$ cat config.mk
export PLATFORM = sky130hd
export DESIGN_NAME = dle_stx_frame_encoder_crc16
export DESIGN_NICKNAME = d
export VERILOG_FILES = /design/src/hw/rtl/dsfe_pkg.sv /design/src/hw/rtl/dsfe_front.sv /design/src/hw/rtl/dsfe_queue.sv /design/src/hw/rtl/dsfe_back.sv /design/src/hw/rtl/dle_stx_frame_encoder_crc16.sv
export SDC_FILE = /design/constraint.sdc
export NUM_CORES = 1
export LEC_CHECK = 0
export BUFFER_PORTS_ARGS = -buffer_cell sky130_fd_sc_hd__buf_2
export CAP_MARGIN = 10
export CORE_MARGIN = 2
export CORE_UTILIZATION = 50
export DETAILED_ROUTE_END_ITERATION = 10
export GPL_ROUTABILITY_DRIVEN = 0
export HOLD_SLACK_MARGIN = 0.03
export PLACE_DENSITY = 0.65
export SLEW_MARGIN = 10
export SYNTH_ARGS = -nofsm -noshare
export SYNTH_HDL_FRONTEND = slang
export SYNTH_SLANG_ARGS = --single-unit
$ cat constraint.sdc
create_clock -name clk -period 8.3 [get_ports clk]
set_clock_uncertainty 0.05 [all_clocks]
set_input_delay 0.83 -clock clk [delete_from_list [all_inputs] [get_ports clk]]
set_output_delay 0.83 -clock clk [all_outputs]
set_load 0.03 [all_outputs]
$ cat src/hw/rtl/dsfe_pkg.sv
// shared types, codes and helper functions of the dle/stx frame encoder
// used by dsfe_front, dsfe_queue, dsfe_back and the top level
`default_nettype none

package dsfe_pkg;

	localparam int BYTE_W     = 8;
	localparam int BOARD_W    = 4;
	localparam int CRC_W      = 16;
	localparam int CFG_ADDR_W = 1;

	localparam logic [BYTE_W-1:0] DLE_CODE = 8'h10;
	localparam logic [BYTE_W-1:0] STX_CODE = 8'h02;
	localparam logic [BYTE_W-1:0] ETX_CODE = 8'h03;

	// crc-16/arc in reflected form
	localparam logic [CRC_W-1:0] CRC_POLY_REFL = 16'hA001;
	localparam logic [CRC_W-1:0] CRC_INIT      = 16'h0000;

	localparam logic [BOARD_W-1:0] DEST_BOARD_RST    = 4'd1;
	localparam logic [BYTE_W-1:0]  FRAME_COMMAND_RST = 8'd3;

	typedef enum logic [CFG_ADDR_W-1:0] {
		REG_DEST_BOARD    = 1'b0,
		REG_FRAME_COMMAND = 1'b1
	} cfg_reg_t;

	// one classified word handed from front to back
	typedef struct packed {
		logic              open;
		logic [BYTE_W-1:0] mask;
		logic [BYTE_W-1:0] cmd;
		logic              has_data;
		logic [BYTE_W-1:0] data;
		logic              close;
	} job_t;

	// one-hot destination mask, zero for boards outside 1..8
	function automatic logic [BYTE_W-1:0] board_mask(input logic [BOARD_W-1:0] board);
		logic [BOARD_W-1:0] sh;
		sh = board - 4'd1;
		if (board >= 4'd1 && board <= 4'd8)
			return 8'b1 << sh[2:0];
		else
			return '0;
	endfunction

	// one byte through the reflected crc, lsb first
	function automatic logic [CRC_W-1:0] crc16_byte(input logic [CRC_W-1:0] crc,
		input logic [BYTE_W-1:0] b);
		logic [CRC_W-1:0] c;
		c = crc ^ {8'h00, b};
		for (int i = 0; i < 8; i++) begin
			if (c[0])
				c = (c >> 1) ^ CRC_POLY_REFL;
			else
				c = c >> 1;
		end
		return c;
	endfunction

endpackage

`default_nettype wire

$ cat src/hw/rtl/dsfe_front.sv
// front end: config registers, frame-open tracking and word classification
// depends on dsfe_pkg
`default_nettype none

module dsfe_front (
	input  wire logic                                  clk,
	input  wire logic                                  arst_n,
	input  wire logic                                  cfg_we,
	input  wire logic [dsfe_pkg::CFG_ADDR_W-1:0]       cfg_addr,
	input  wire logic [dsfe_pkg::BYTE_W-1:0]           cfg_wdata,
	input  wire logic                                  accept,
	input  wire logic [dsfe_pkg::BYTE_W-1:0]           payload_byte,
	input  wire logic                                  last_byte,
	input  wire logic                                  empty_frame,
	output dsfe_pkg::job_t                             job
);

	logic [dsfe_pkg::BOARD_W-1:0] dest_board_q;
	logic [dsfe_pkg::BYTE_W-1:0]  frame_command_q;
	logic                         in_frame_q;

	always_ff @(posedge clk or negedge arst_n) begin
		if (!arst_n) begin
			dest_board_q    <= dsfe_pkg::DEST_BOARD_RST;
			frame_command_q <= dsfe_pkg::FRAME_COMMAND_RST;
		end else if (cfg_we) begin
			case (dsfe_pkg::cfg_reg_t'(cfg_addr))
				dsfe_pkg::REG_DEST_BOARD:    dest_board_q <= cfg_wdata[dsfe_pkg::BOARD_W-1:0];
				dsfe_pkg::REG_FRAME_COMMAND: frame_command_q <= cfg_wdata;
				default: ;
			endcase
		end
	end

	// empty request wins over last
	always_comb begin
		job.open     = !in_frame_q;
		job.mask     = dsfe_pkg::board_mask(dest_board_q);
		job.cmd      = frame_command_q;
		job.has_data = !empty_frame;
		job.data     = payload_byte;
		job.close    = empty_frame | last_byte;
	end

	always_ff @(posedge clk or negedge arst_n) begin
		if (!arst_n)
			in_frame_q <= 1'b0;
		else if (accept)
			in_frame_q <= !job.close;
	end

endmodule

`default_nettype wire

$ cat src/hw/rtl/dsfe_queue.sv
// short job queue between front and back
// depends on dsfe_pkg
`default_nettype none

module dsfe_queue #(
	parameter int DEPTH = 4
) (
	input  wire logic     clk,
	input  wire logic     arst_n,
	input  wire logic     push,
	input  wire dsfe_pkg::job_t push_job,
	output logic          full,
	input  wire logic     pop,
	output dsfe_pkg::job_t head,
	output logic          head_valid
);

	localparam int PTR_W = (DEPTH > 1) ? $clog2(DEPTH) : 1;
	localparam int CNT_W = $clog2(DEPTH + 1);
	localparam logic [PTR_W-1:0] LAST_PTR = PTR_W'(DEPTH - 1);
	localparam logic [CNT_W-1:0] DEPTH_CNT = CNT_W'(DEPTH);

	dsfe_pkg::job_t   mem_q [DEPTH];
	logic [PTR_W-1:0] wr_ptr_q;
	logic [PTR_W-1:0] rd_ptr_q;
	logic [CNT_W-1:0] count_q;

	assign full       = (count_q == DEPTH_CNT);
	assign head_valid = (count_q != '0);
	assign head       = mem_q[rd_ptr_q];

	always_ff @(posedge clk) begin
		if (push)
			mem_q[wr_ptr_q] <= push_job;
	end

	always_ff @(posedge clk or negedge arst_n) begin
		if (!arst_n) begin
			wr_ptr_q <= '0;
			rd_ptr_q <= '0;
			count_q  <= '0;
		end else begin
			if (push)
				wr_ptr_q <= (wr_ptr_q == LAST_PTR) ? '0 : wr_ptr_q + 1'b1;
			if (pop)
				rd_ptr_q <= (rd_ptr_q == LAST_PTR) ? '0 : rd_ptr_q + 1'b1;
			case ({push, pop})
				2'b10:   count_q <= count_q + 1'b1;
				2'b01:   count_q <= count_q - 1'b1;
				default: ;
			endcase
		end
	end

endmodule

`default_nettype wire

$ cat src/hw/rtl/dsfe_back.sv
// back end: byte sequencer with stuffing, running crc and output register
// depends on dsfe_pkg
`default_nettype none

module dsfe_back (
	input  wire logic                         clk,
	input  wire logic                         arst_n,
	input  wire dsfe_pkg::job_t               head,
	input  wire logic                         head_valid,
	output logic                              pop,
	output logic                              m_tvalid,
	input  wire logic                         m_tready,
	output logic [dsfe_pkg::BYTE_W-1:0]       m_tdata,
	output logic                              m_tlast,
	output logic                              m_tuser
);

	typedef enum logic [3:0] {
		PH_DLE_O, PH_STX, PH_MASK, PH_CMD, PH_DATA, PH_CRCH, PH_CRCL, PH_DLE_C, PH_ETX
	} phase_t;

	phase_t                        phase_q;
	logic                          busy_q;
	logic                          dup_q;
	logic [dsfe_pkg::CRC_W-1:0]    crc_q;
	logic                          ovalid_q;
	logic [dsfe_pkg::BYTE_W-1:0]   obyte_q;
	logic                          orun_q;
	logic                          oeof_q;

	phase_t                        first_ph;
	phase_t                        cur_ph;
	phase_t                        next_ph;
	logic [dsfe_pkg::BYTE_W-1:0]   cur_byte;
	logic                          stuffable;
	logic                          ph_done;
	logic                          dup_now;
	logic                          fire;
	logic                          done;
	logic                          feed;

	always_comb begin
		if (head.open)
			first_ph = PH_DLE_O;
		else if (head.has_data)
			first_ph = PH_DATA;
		else
			first_ph = PH_CRCH;
		cur_ph = busy_q ? phase_q : first_ph;

		cur_byte  = dsfe_pkg::DLE_CODE;
		stuffable = 1'b0;
		ph_done   = 1'b0;
		next_ph   = cur_ph;
		feed      = 1'b0;
		case (cur_ph)
			PH_DLE_O: begin
				cur_byte = dsfe_pkg::DLE_CODE;
				next_ph  = PH_STX;
			end
			PH_STX: begin
				cur_byte = dsfe_pkg::STX_CODE;
				next_ph  = PH_MASK;
			end
			PH_MASK: begin
				cur_byte  = head.mask;
				stuffable = 1'b1;
				feed      = 1'b1;
				next_ph   = PH_CMD;
			end
			PH_CMD: begin
				cur_byte  = head.cmd;
				stuffable = 1'b1;
				feed      = 1'b1;
				next_ph   = head.has_data ? PH_DATA : PH_CRCH;
			end
			PH_DATA: begin
				cur_byte  = head.data;
				stuffable = 1'b1;
				feed      = 1'b1;
				next_ph   = PH_CRCH;
				ph_done   = !head.close;
			end
			PH_CRCH: begin
				cur_byte  = crc_q[15:8];
				stuffable = 1'b1;
				next_ph   = PH_CRCL;
			end
			PH_CRCL: begin
				cur_byte  = crc_q[7:0];
				stuffable = 1'b1;
				next_ph   = PH_DLE_C;
			end
			PH_DLE_C: begin
				cur_byte = dsfe_pkg::DLE_CODE;
				next_ph  = PH_ETX;
			end
			PH_ETX: begin
				cur_byte = dsfe_pkg::ETX_CODE;
				ph_done  = 1'b1;
			end
			default: ;
		endcase

		dup_now = stuffable && (cur_byte == dsfe_pkg::DLE_CODE) && !dup_q;
		fire    = head_valid && (!ovalid_q || m_tready);
		done    = fire && !dup_now && ph_done;
	end

	assign pop      = done;
	assign m_tvalid = ovalid_q;
	assign m_tdata  = obyte_q;
	assign m_tlast  = orun_q;
	assign m_tuser  = oeof_q;

	always_ff @(posedge clk or negedge arst_n) begin
		if (!arst_n) begin
			phase_q  <= PH_DLE_O;
			busy_q   <= 1'b0;
			dup_q    <= 1'b0;
			crc_q    <= dsfe_pkg::CRC_INIT;
			ovalid_q <= 1'b0;
			obyte_q  <= '0;
			orun_q   <= 1'b0;
			oeof_q   <= 1'b0;
		end else if (fire) begin
			ovalid_q <= 1'b1;
			obyte_q  <= cur_byte;
			orun_q   <= done;
			oeof_q   <= (cur_ph == PH_ETX);
			if (dup_now) begin
				phase_q <= cur_ph;
				busy_q  <= 1'b1;
				dup_q   <= 1'b1;
			end else if (ph_done) begin
				busy_q <= 1'b0;
				dup_q  <= 1'b0;
			end else begin
				phase_q <= next_ph;
				busy_q  <= 1'b1;
				dup_q   <= 1'b0;
			end
			// crc restarts at frame open, takes each mask, command and payload byte once
			if (cur_ph == PH_DLE_O)
				crc_q <= dsfe_pkg::CRC_INIT;
			else if (feed && !dup_q)
				crc_q <= dsfe_pkg::crc16_byte(crc_q, cur_byte);
		end else if (m_tready) begin
			ovalid_q <= 1'b0;
		end
	end

	a_eof_ends_run: assert property (@(posedge clk) disable iff (!arst_n)
		ovalid_q && oeof_q |-> orun_q)
		else $error("frame end not marked as end of run");

	a_busy_has_job: assert property (@(posedge clk) disable iff (!arst_n)
		busy_q |-> head_valid)
		else $error("sequencer busy with no queued job");

	a_dup_repeats_dle: assert property (@(posedge clk) disable iff (!arst_n)
		fire && dup_now |=> ovalid_q && (obyte_q == dsfe_pkg::DLE_CODE) && dup_q)
		else $error("stuffed byte not a repeated dle");

	a_stx_after_open: assert property (@(posedge clk) disable iff (!arst_n)
		fire && (cur_ph == PH_DLE_O) |=> busy_q && (phase_q == PH_STX))
		else $error("frame open not followed by stx");

endmodule

`default_nettype wire

$ cat src/hw/rtl/dle_stx_frame_encoder_crc16.sv
// top level of the dle/stx frame encoder with crc-16/arc trailer
// depends on dsfe_pkg, dsfe_front, dsfe_queue, dsfe_back
`default_nettype none

// Frame encoder: payload words come in on the s_ side, one byte each, and the
// stuffed line bytes leave on the m_ side, one byte per cycle while m_tready is
// high. The first word of a frame opens it with DLE STX, the one-hot destination
// mask and the command byte (both taken from the registers at that moment);
// every payload byte follows; a word with tlast, or an empty-frame word (tuser),
// closes the frame with the CRC-16/ARC over mask, command and payload (high byte
// first) and DLE ETX. Every 0x10 among mask, command, payload and crc bytes is
// doubled. The front classifies each word in the cycle it is taken and drops it
// in a QUEUE_DEPTH-entry job queue; the back sequencer drains that queue at one
// line byte per cycle while m_tready is high. A mid-frame word therefore yields
// one line byte, or two when its byte is 0x10; an opening word adds 4 to 6 bytes
// and a closing word 4 to 6, so one word yields 1 to 14 line bytes. s_tready is
// high whenever the queue has room, so short bursts are taken at one word per
// cycle while the back is still sending. m_tlast marks the last byte caused by
// a word, m_tuser the closing ETX. Config is written through
// cfg_we/cfg_addr/cfg_wdata: index 0 is the destination board (1..8, other
// values give a zero mask), index 1 the command byte.
module dle_stx_frame_encoder_crc16 #(
	parameter int QUEUE_DEPTH = 4
) (
	input  wire logic                              clk,
	input  wire logic                              arst_n,
	// configuration write port
	input  wire logic                              cfg_we,
	input  wire logic [dsfe_pkg::CFG_ADDR_W-1:0]   cfg_addr,
	input  wire logic [dsfe_pkg::BYTE_W-1:0]       cfg_wdata,
	// input word stream
	input  wire logic                              s_tvalid,
	output logic                                   s_tready,
	input  wire logic [dsfe_pkg::BYTE_W-1:0]       s_tdata,  // [7:0] payload_byte
	input  wire logic                              s_tlast,  // last_byte
	input  wire logic                              s_tuser,  // [0] empty_frame
	// line byte stream
	output logic                                   m_tvalid,
	input  wire logic                              m_tready,
	output logic [dsfe_pkg::BYTE_W-1:0]            m_tdata,  // [7:0] out_byte
	output logic                                   m_tlast,  // end_of_run
	output logic                                   m_tuser   // [0] end_of_frame
);

	dsfe_pkg::job_t new_job;
	dsfe_pkg::job_t head_job;
	logic           queue_full;
	logic           head_valid;
	logic           pop;
	logic           accept;

	// a word is taken whenever the queue has a free slot
	assign s_tready = !queue_full;
	assign accept   = s_tvalid && s_tready;

	dsfe_front u_front (
		.clk          (clk),
		.arst_n       (arst_n),
		.cfg_we       (cfg_we),
		.cfg_addr     (cfg_addr),
		.cfg_wdata    (cfg_wdata),
		.accept       (accept),
		.payload_byte (s_tdata),
		.last_byte    (s_tlast),
		.empty_frame  (s_tuser),
		.job          (new_job)
	);

	dsfe_queue #(
		.DEPTH (QUEUE_DEPTH)
	) u_queue (
		.clk        (clk),
		.arst_n     (arst_n),
		.push       (accept),
		.push_job   (new_job),
		.full       (queue_full),
		.pop        (pop),
		.head       (head_job),
		.head_valid (head_valid)
	);

	dsfe_back u_back (
		.clk        (clk),
		.arst_n     (arst_n),
		.head       (head_job),
		.head_valid (head_valid),
		.pop        (pop),
		.m_tvalid   (m_tvalid),
		.m_tready   (m_tready),
		.m_tdata    (m_tdata),
		.m_tlast    (m_tlast),
		.m_tuser    (m_tuser)
	);

endmodule

`default_nettype wire

======== Word-level counts from Yosys, hierarchy flattened ========
Memories as Yosys holds them, arrays and structs flattened.
Index checks and enable logic that the tools add are counted.
storage, ports and cells
  output and inout bits ................... 12
  memories ................................ 1
  RAM bits ................................ 108
  register bits ........................... 53
  word-level logic and storage cells ...... 129
  bits of input ports ..................... 24
memory list
  memory         depth  bits a word  read ports  clocked after memory_dff  write ports  line              source
  u_queue.mem_q  4      27           1           0                         1            dsfe_queue.sv:23  dsfe_pkg::job_t mem_q [DEPTH];
cells by class
  reduce and logical (&&, ||, !) cells .... 28
  bitwise gates (word level) .............. 11
  $add $sub $neg .......................... 5
  muxes and demuxes ....................... 52
  shift operators ......................... 1
  $lt $le $gt $ge ......................... 2
  eq/ne operators ......................... 15
operators by type and width
  operator                                              count
  two-way mux 16 bit                                    31
  case mux 8 bit (7 select lines)                       1
  case mux 4 bit (8 select lines)                       1
  NOT 2 -> 3 bit                                        8
  equality test 4 x 3 -> 1 bit (second input constant)  4
  XOR 16 x 8 -> 16 bit                                  1
  two-way mux 4 bit                                     3
  two-way mux 1 bit                                     10
  equality test 4 x 2 -> 1 bit (second input constant)  2
  equality test 8 x 5 -> 1 bit (second input constant)  1
  logical AND 1 bit                                     8
  zero test 1 bit                                       8
  two-way mux 8 bit                                     1
  AND reduction 2 bit                                   4
  << shifter 1 x 3 -> 8 bit (first input constant)      1
  equality test 2 bit (second input constant)           3
  case mux 3 bit (2 select lines)                       1
  nonzero test 2 bit                                    3
  subtractor 3 x 1 -> 3 bit (second input constant)     2
  OR reduction 5 bit                                    1
  adder 2 x 1 -> 2 bit (second input constant)          2
  equality test 4 x 1 -> 1 bit (second input constant)  1
  equality test 4 bit (second input constant)           1
  >= comparator 4 x 1 -> 1 bit (second input constant)  1
  14 further kinds                                      15

======== Logic depth before layout (Yosys ltp) ========
Gate-level depths: netlist of the first run.
An unclocked memory read counts as a cell.
  depth after elaboration ................. 46
  depth in mapped cells ................... 17
  gate-level depth less buffers ........... 14

======== By module ========
A second synthesis of the first run with hierarchy kept.
second synthesis, totals
  cell total of the unflattened synthesis .. 468
  area total of the unflattened synthesis .. 7,253.2 sq um
modules (own cells, without submodules)
  module                       seq. area each (sq um)  area each (sq um)  instances  cells each
  dsfe_queue                   3,418.3                 4,316.6            1          176
  dsfe_back                    825.8                   2,290.9            1          239
  dsfe_front                   329.1                   635.6              1          51
  dle_stx_frame_encoder_crc16  0.0                     10.0               1          2

======== Least setup slack after synthesis of the first run ========
No wires, ideal clock.
  kind .................................... register to register
  from .................................... register u_queue.rd_ptr_q[1]
  to ...................................... register u_queue.count_q[2]
  path slack .............................. 4.284 ns
  library setup time ...................... 0.079 ns
  path buffers ............................ 3
  data arrival time ....................... 3.887 ns
  cell stages (with the launch flop) ...... 17
  required time ........................... 8.171 ns
  path through ............................ dfrtp_1 buf_6 mux2_4 or4_1 buf_2 and4_4 buf_6 a221oi_4 and4bb_2 and2_1 nor3_1 ha_1 inv_1 fa_1 xor2_1 nor2_1 xor2_1
on the way
  longest elaborated chain between the ends .. 14
  elaborated cells on any way between the ends .. 26
  classes of those cells .................. 10 x eq/ne; 7 x mux; 8 x reduce/logical; 1 x memory
RTL lines
  element                                                                line                               source
  start: declaration                                                     dsfe_queue.sv:25                   logic [PTR_W-1:0] rd_ptr_q;
  start signal: assignment                                               dsfe_queue.sv:46                   rd_ptr_q <= (rd_ptr_q == LAST_PTR) ? '0 : rd_ptr_q + 1'b1;
  memory read (4 x 27 bit) (*)                                           --
  two-way mux 1 bit                                                      dsfe_back.sv:45                    else if (head.has_data)
  two-way mux 3 bit                                                      dsfe_back.sv:43                    if (head.open)
  two-way mux 4 bit                                                      dsfe_back.sv:49                    cur_ph = busy_q ? phase_q : first_ph;
  equality test 4 bit, or another cell as far along                      dsfe_back.sv:56                    case (cur_ph)
  case mux 8 bit (7 select lines) or OR reduction 5 bit (tied branches)  --
  equality test 8 x 5 -> 1 bit or two-way mux 1 bit (tied branches)      dsfe_back.sv:105, dsfe_back.sv:56
  logical AND 1 bit (2 in a row)                                         dsfe_back.sv:105                   dup_now = stuffable && (cur_byte == dsfe_pkg::DLE_CODE) && !dup_q;
  zero test 1 bit                                                        dsfe_back.sv:107                   done = fire && !dup_now && ph_done;
  logical AND 1 bit                                                      dsfe_back.sv:107
  logical AND 1 bit (*)                                                  dsfe_back.sv:107
  via pop                                                                dle_stx_frame_encoder_crc16.sv:49  logic pop;
  equality test 2 x 1 -> 1 bit or equality test 2 bit (tied branches)    dsfe_queue.sv:47                   case ({push, pop})
  case mux 3 bit (2 select lines) or nonzero test 2 bit (tied branches)  --
  end signal: assignment                                                 dsfe_queue.sv:48                   2'b10: count_q <= count_q + 1'b1;
  end signal: assignment                                                 dsfe_queue.sv:49                   2'b01: count_q <= count_q - 1'b1;
  end: declaration                                                       dsfe_queue.sv:26                   logic [CNT_W-1:0] count_q;
Mark *: on every way through the listed nets, which the timed path passes. The rest lies on a longest branch.
A chain may end at the register's enable or synchronous reset.

======== Final worst setup path of the first run ========
Same ends and word-level chain as after synthesis.

==> impl_metrics.env, run 1 <==
export IMPL_status="finished, final reports clean"
export IMPL_synthFlopType="edfxtp_1"
export IMPL_numCtsBuffers=17
export IMPL_drt_iter0_drc=379
export IMPL_yosys_warnings=0
export IMPL_startpoint="u_queue.rd_ptr_q[1]$_DFFE_PN0P_"
export IMPL_boundaryPins=36
export IMPL_core_area_um2=14400
export IMPL_finalSetupTns_ps=0
export IMPL_grt_overflow=0
export IMPL_pre_cts_slack_ps=3720
export IMPL_placement_cell_area_um2=7630
export IMPL_htree_num_levels=4
export IMPL_slew_viol_final=0
export IMPL_ant_nets=0
export IMPL_cp_max_fo=33
export IMPL_irDropWorstVdd_uv=193
export IMPL_crit_chain="buf_4 > mux2_2 > o221ai_1 > and4_4 > nand2_1 > nand3_1 > and4bb_2 > and2_1 > nor3_1 > ha_1 > inv_1 > fa_1 > xor2_1 > nor2_1 > xor2_1"
export IMPL_ys_types=70
export IMPL_dieArea_um2=15500
export IMPL_multiInputGateArea_um2=2550
export IMPL_async_flop_share=0.329
export IMPL_seqCellArea_um2=4570
export IMPL_max_cap_violations=0
export IMPL_place_hpwl_mm=9.68
export IMPL_io_buffer_count=35
export IMPL_seq_area_frac_synth=0.628
export IMPL_setup_viol=0
export IMPL_grt_pass1_vias=4325
export IMPL_hold_path_class="reg2reg"
export IMPL_r2r_start="u_queue.rd_ptr_q[1]$_DFFE_PN0P_"
export IMPL_ys_ff_latch=161
export IMPL_worst_skew_pair_late_latency_ps=430
export IMPL_cts_resized=0
export IMPL_maxSlewHeadroom=0.464
export IMPL_hold_path_depth=2
export IMPL_finalCritPeriodShare=0.548
export IMPL_n_antenna_cell=0
export IMPL_hold_viol=0
export IMPL_slowest_delay_ps=500
export IMPL_die_y_um=125
export IMPL_r2r_end="u_queue.count_q[2]$_DFFE_PN0P_"
export IMPL_synthesis_area_um2=7280
export IMPL_cp_end_kind="flop"
export IMPL_num_fill_cells=1111
export IMPL_crit_top_cell="xor2_1"
export IMPL_clkSinkCount=161
export IMPL_leakage_nw=3.16
export IMPL_critPathArrivalTime_ps=4850
export IMPL_path_buf_inv=2
export IMPL_vias_per_cell=5.77
export IMPL_critical_path_top_delay_family="simple AND/OR/NAND/NOR gates"
export IMPL_grt_max_degree=54
export IMPL_dr_total_vias=4273
export IMPL_fmax_mhz=220
export IMPL_nNetsFinal=574
export IMPL_slowest_stage="o221ai_1"
export IMPL_cts_hold_buf=0
export IMPL_min_to="u_back.m_tdata[6]$_DFFE_PN0P_"
export IMPL_wl_mm=14.4
export IMPL_rr_worst_depth=15
export IMPL_syn_inst=506
export IMPL_worst_setup_path_type="reg2reg"
export IMPL_drc=0
export IMPL_final_layout_size_suffix_gt1_frac=0.245
export IMPL_synth_edff_count=108
export IMPL_post_cts_buffers=0
export IMPL_clockBufferDepth=2
export IMPL_grt_pass1_wl_mm=23.7
export IMPL_die_w_um=125
export IMPL_avgSynthCellArea_um2=14.4
export IMPL_post_drt_wl_per_cell_um=19.5
export IMPL_reg2reg_slack_ps=3760
export IMPL_fin_area_um2=8280
export IMPL_area_growth_pct=13.7
export IMPL_critPathLaunchType="flop"
export IMPL_synth_nets=537
export IMPL_rsz0062_at_grt="false"
export IMPL_start_util=0.507
export IMPL_fin_crit_ps=4540
export IMPL_path_clk_slew_ps=70
export IMPL_fin_ws_ps=3760
export IMPL_powerDensity_nw_per_um2=388
export IMPL_antenna_found_initial=0
export IMPL_cp_required_ps=8600
export IMPL_first_pass_iters=5
export IMPL_root_buffer="clkbuf_16"
export IMPL_rows=44
export IMPL_grt_usage=0.199
export IMPL_min_from="u_back.m_tdata[6]$_DFFE_PN0P_"
export IMPL_tightest_slew_ps=805
export IMPL_cts_tree="yes"
[cells in the mapped netlist (all sizes together), types with 9 or more instances]
library cell,number,area [µm²]
dfrtp,50,1250
nor2,16,60.1
a22o,10,87.6
buf,10,62.6
nand2,55,206
xor2,9,78.8
o21ai,17,85.1
nand3,29,145
clkbuf,14,52.6
mux2,20,229
inv,12,45.0
nor3,10,50.1
mux4,22,495
edfxtp,108,3240
mux2i,13,130
[report_power, final]
part | internal, mW | leakage (nW) | total [mW] | switching, mW
combinational | 0.534 | 1.21 | 1.14 | 0.608
clock | 0.515 | 0.310 | 0.848 | 0.332
sequential | 1.08 | 1.64 | 1.22 | 0.148
[worst max-delay path by stage]
stage | cells after the start | slack [ps] | end
floorplan | 16 | 4280 | u_queue.count_q[2]$_DFFE_PN0P_
global placement | 14 | 3800 | u_queue.count_q[2]$_DFFE_PN0P_
detailed placement | 15 | 3720 | u_queue.count_q[2]$_DFFE_PN0P_
CTS | 15 | 3710 | u_queue.count_q[2]$_DFFE_PN0P_
global route | 14 | 3270 | u_queue.count_q[2]$_DFFE_PN0P_
finish | 15 | 3760 | u_queue.count_q[2]$_DFFE_PN0P_
[state kept, by name, summed over array words and instances, names as in the netlist]
signal / flops
u_queue.mem_q: 108
u_back.crc_q: 16
u_back.m_tdata: 8
u_front.frame_command_q: 8
u_back.phase_q: 4
u_front.dest_board_q: 4
u_queue.count_q: 3
u_queue.rd_ptr_q: 2
u_queue.wr_ptr_q: 2
u_back.busy_q: 1
u_back.dup_q: 1
u_back.m_tlast: 1
u_back.m_tuser: 1
u_back.m_tvalid: 1
u_front.in_frame_q: 1
[cell families (layout without fill, tap and decap cells)]
logic type                 after synthesis  in the layout  synth area share
muxes                                   55             55             0.117
AOI/OAI and AO/OA                       72             72            0.0751
and+or+nand+nor                        154            154             0.110
DFF                                    161            161             0.628
buffers and inverters                   36             86            0.0220
xor gates and xnor gates                21             21            0.0346
adders and majority gates                7              7            0.0131
[cell type report]
cell class	instances	area share
Inverter	12	0.00544
Multi-Input combinational cell	309	0.308
Clock inverter	14	0.0266
Sequential cell	161	0.553
Clock buffer	18	0.0519
Timing Repair Buffer	42	0.0275
Tap cell	184	0.0278
[layout by cell type, fill, tap and decap left out, drive strengths merged, types with 17 or more instances in the layout]
master,netlist,layout
o21ai,17,17
buf,10,42
inv,12,18
nand2,55,55
mux2,20,20
edfxtp,108,108
nand3,29,29
mux4,22,22
clkbuf,14,18
dfrtp,50,50
[tightest hold or removal path: stages, from the launching register on]
cell and delay [ps]:
dfrtp_1 340, nand2_1 50, nand2_1 50
[metal layers]
| layer | wire length (µm) | GRT usage |
|---|---|---|
| met5 | 0 | 0 |
| met4 | 229 | 0.0668 |
| met3 | 607 | 0.0464 |
| met2 | 6970 | 0.310 |
| met1 | 6590 | 0.279 |
[through the flow]
step / utilization / total power [mW] / hold slack (ps) / cells
5_1_grt: 0.576 / 3.40 / 448 / 740
4_1_cts: 0.576 / 3.24 / 424 / 740
3_3_place_gp: 0.531 / 2.36 / 407 / 708
2_1_floorplan: - / 2.11 / 399 / 506
6_report: 0.576 / 3.21 / 416 / 740
3_5_place_dp: 0.531 / 2.39 / 408 / 708
Note: power is estimated with default switching activity, not from simulation.
==> inputs of run 2 (changes only) <==
- clock period: 8.3 -> 4.26 ns (I/O delays scaled with it)
==> run 2 against run 1 <==
Net effect:
- clock-buffer cell count stayed put
- worst hold slack got worse by 330 ps
- wire length grew 2.9%
- critical path depth shrank 1
- global-route usage rose by 0.43 points
- register-to-register slack worse by 3500 ps
- sequential power grew 94%
- clock power rose by 67%
- combinational power increased by 100%
- critical path type unchanged
- largest power group unchanged
==> impl_metrics.env, run 2 (same netlist as run 1, synthesis figures left out) <==
export IMPL_slew_viol_final=0
export IMPL_root_buffer="clkbuf_16"
export IMPL_largest_reg_flops=108
export IMPL_start_util=0.507
export IMPL_place_hpwl_mm=9.92
export IMPL_fmax_mhz=252
export IMPL_ant_nets=0
export IMPL_hold_path_class="in2async"
export IMPL_leakage_nw=3.17
export IMPL_irDropWorstVdd_uv=378
export IMPL_io_buffer_count=35
export IMPL_final_layout_size_suffix_gt1_frac=0.255
export IMPL_worst_skew_pair_late_latency_ps=440
export IMPL_dieArea_um2=15500
export IMPL_vias_per_cell=5.81
export IMPL_rows=44
export IMPL_numCtsBuffers=17
export IMPL_dr_total_vias=4370
export IMPL_critPathArrivalTime_ps=4280
export IMPL_clockBufferDepth=2
export IMPL_dp_cells=720
export IMPL_worst_setup_path_type="reg2reg"
export IMPL_cp_required_ps=4570
export IMPL_post_cts_buffers=0
export IMPL_grt_max_degree=54
export IMPL_cp_end_kind="flop"
export IMPL_status="finished, final reports clean"
export IMPL_reg_top3="u_queue.mem_q x108, u_back.crc_q x16"
export IMPL_hold_viol=0
export IMPL_final_cell_mix="edfxtp_1 (108), nand2_1 (55), dfrtp_1 (49)"
export IMPL_largest_register="u_queue.mem_q"
export IMPL_antenna_found_initial=0
export IMPL_cts_tree="yes"
export IMPL_clkSinkCount=161
export IMPL_utilization=0.576
export IMPL_max_cap_violations=0
export IMPL_setup_viol=0
export IMPL_grt_usage=0.203
export IMPL_post_drt_wl_per_cell_um=19.7
export IMPL_critical_path_top_delay_family="simple AND/OR/NAND/NOR gates"
export IMPL_cts_hold_buf=0
export IMPL_slowest_delay_ps=670
export IMPL_power_mw=6.12
export IMPL_area_growth_pct=13.8
export IMPL_path_buf_inv=1
export IMPL_core_area_um2=14400
export IMPL_drt_iter0_drc=318
export IMPL_reg2reg_slack_ps=290
export IMPL_crit_top_cell="xor2_1"
export IMPL_path_clk_slew_ps=70
export IMPL_cts_resized=0
export IMPL_slowest_stage="nor4_1"
export IMPL_die_y_um=125
export IMPL_htree_num_levels=4
export IMPL_die_w_um=125
export IMPL_maxSlewHeadroom=0.439
export IMPL_grt_pass1_vias=4433
export IMPL_first_pass_iters=5
export IMPL_wl_mm=14.8
export IMPL_rsz0062_at_grt="false"
export IMPL_finalCritPeriodShare=0.931
export IMPL_n_antenna_cell=0
export IMPL_critPathLaunchType="flop"
export IMPL_final_common_cell="edfxtp_1"
export IMPL_grt_overflow=0
export IMPL_finalSetupTns_ps=0
export IMPL_cp_max_fo=6
export IMPL_grt_pass1_wl_mm=23.9
export IMPL_drc=0
export IMPL_fin_crit_ps=3970
export IMPL_boundaryPins=36
export IMPL_fin_cells=752
export IMPL_powerDensity_nw_per_um2=739
export IMPL_crit_chain="mux2_4 > nor4_1 > or3_1 > a22oi_1 > o21ba_2 > and4bb_2 > and2_1 > nor3_1 > ha_1 > inv_1 > fa_1 > xor2_1 > nor2_1 > xor2_1"
export IMPL_tightest_slew_ps=841
export IMPL_nNetsFinal=586
-- run 2: area by class of cell --
| class | count | area [µm²] |
|---|---|---|
| multi-input combinational | 309 | 2540 |
| inverter | 12 | 45.0 |
| fill | 1093 | 6090 |
| clock buffer | 18 | 429 |
| clock inverter | 14 | 125 |
| sequential | 161 | 4570 |
| timing repair buffer | 54 | 330 |
| tap | 184 | 230 |
-- run 2: where the power goes --
part,total [mW],internal (mW),switching [mW]
clock,1.42,0.762,0.656
sequential,2.37,2.10,0.276
combinational,2.32,1.10,1.22
-- run 2: per-layer routing --
layer / part of all wire / vias to the layer above / GRT usage
li1: - / 2040 / -
met1: 0.45 / 2175 / 0.275
met2: 0.48 / 126 / 0.315
met3: 0.046 / 29 / 0.0533
met4: 0.024 / 0 / 0.0859
met5: 0 / - / 0
-- run 2: through the flow --
stage / hold slack (ps) / setup WS (ps) / area, µm²
after detailed placement: 410 / 341 / 7720
final: 83.0 / 294 / 8280
after floorplan: 80.4 / 244 / 7280
after CTS: 98.4 / 320 / 8280
after global placement: 405 / 412 / 7720
after global routing: 134 / 25.7 / 8280
-- run 2: worst paths after layout --
| path | from | cells past startpoint | endpoint |
|---|---|---|---|
| min | arst_n | 2 | u_queue.count_q[2]$_DFFE_PN0P_ |
| max in group asynchronous | arst_n | 2 | u_queue.rd_ptr_q[0]$_DFFE_PN0P_ |
| min in group clk | s_tdata[2] | 1 | u_queue.mem_q[1][3]$_DFFE_PP_ |
| max | u_queue.rd_ptr_q[1]$_DFFE_PN0P_ | 14 | u_queue.count_q[2]$_DFFE_PN0P_ |
| max reg2reg | u_queue.rd_ptr_q[1]$_DFFE_PN0P_ | 14 | u_queue.count_q[2]$_DFFE_PN0P_ |
| min reg2reg | u_back.m_tdata[1]$_DFFE_PN0P_ | 2 | u_back.m_tdata[1]$_DFFE_PN0P_ |
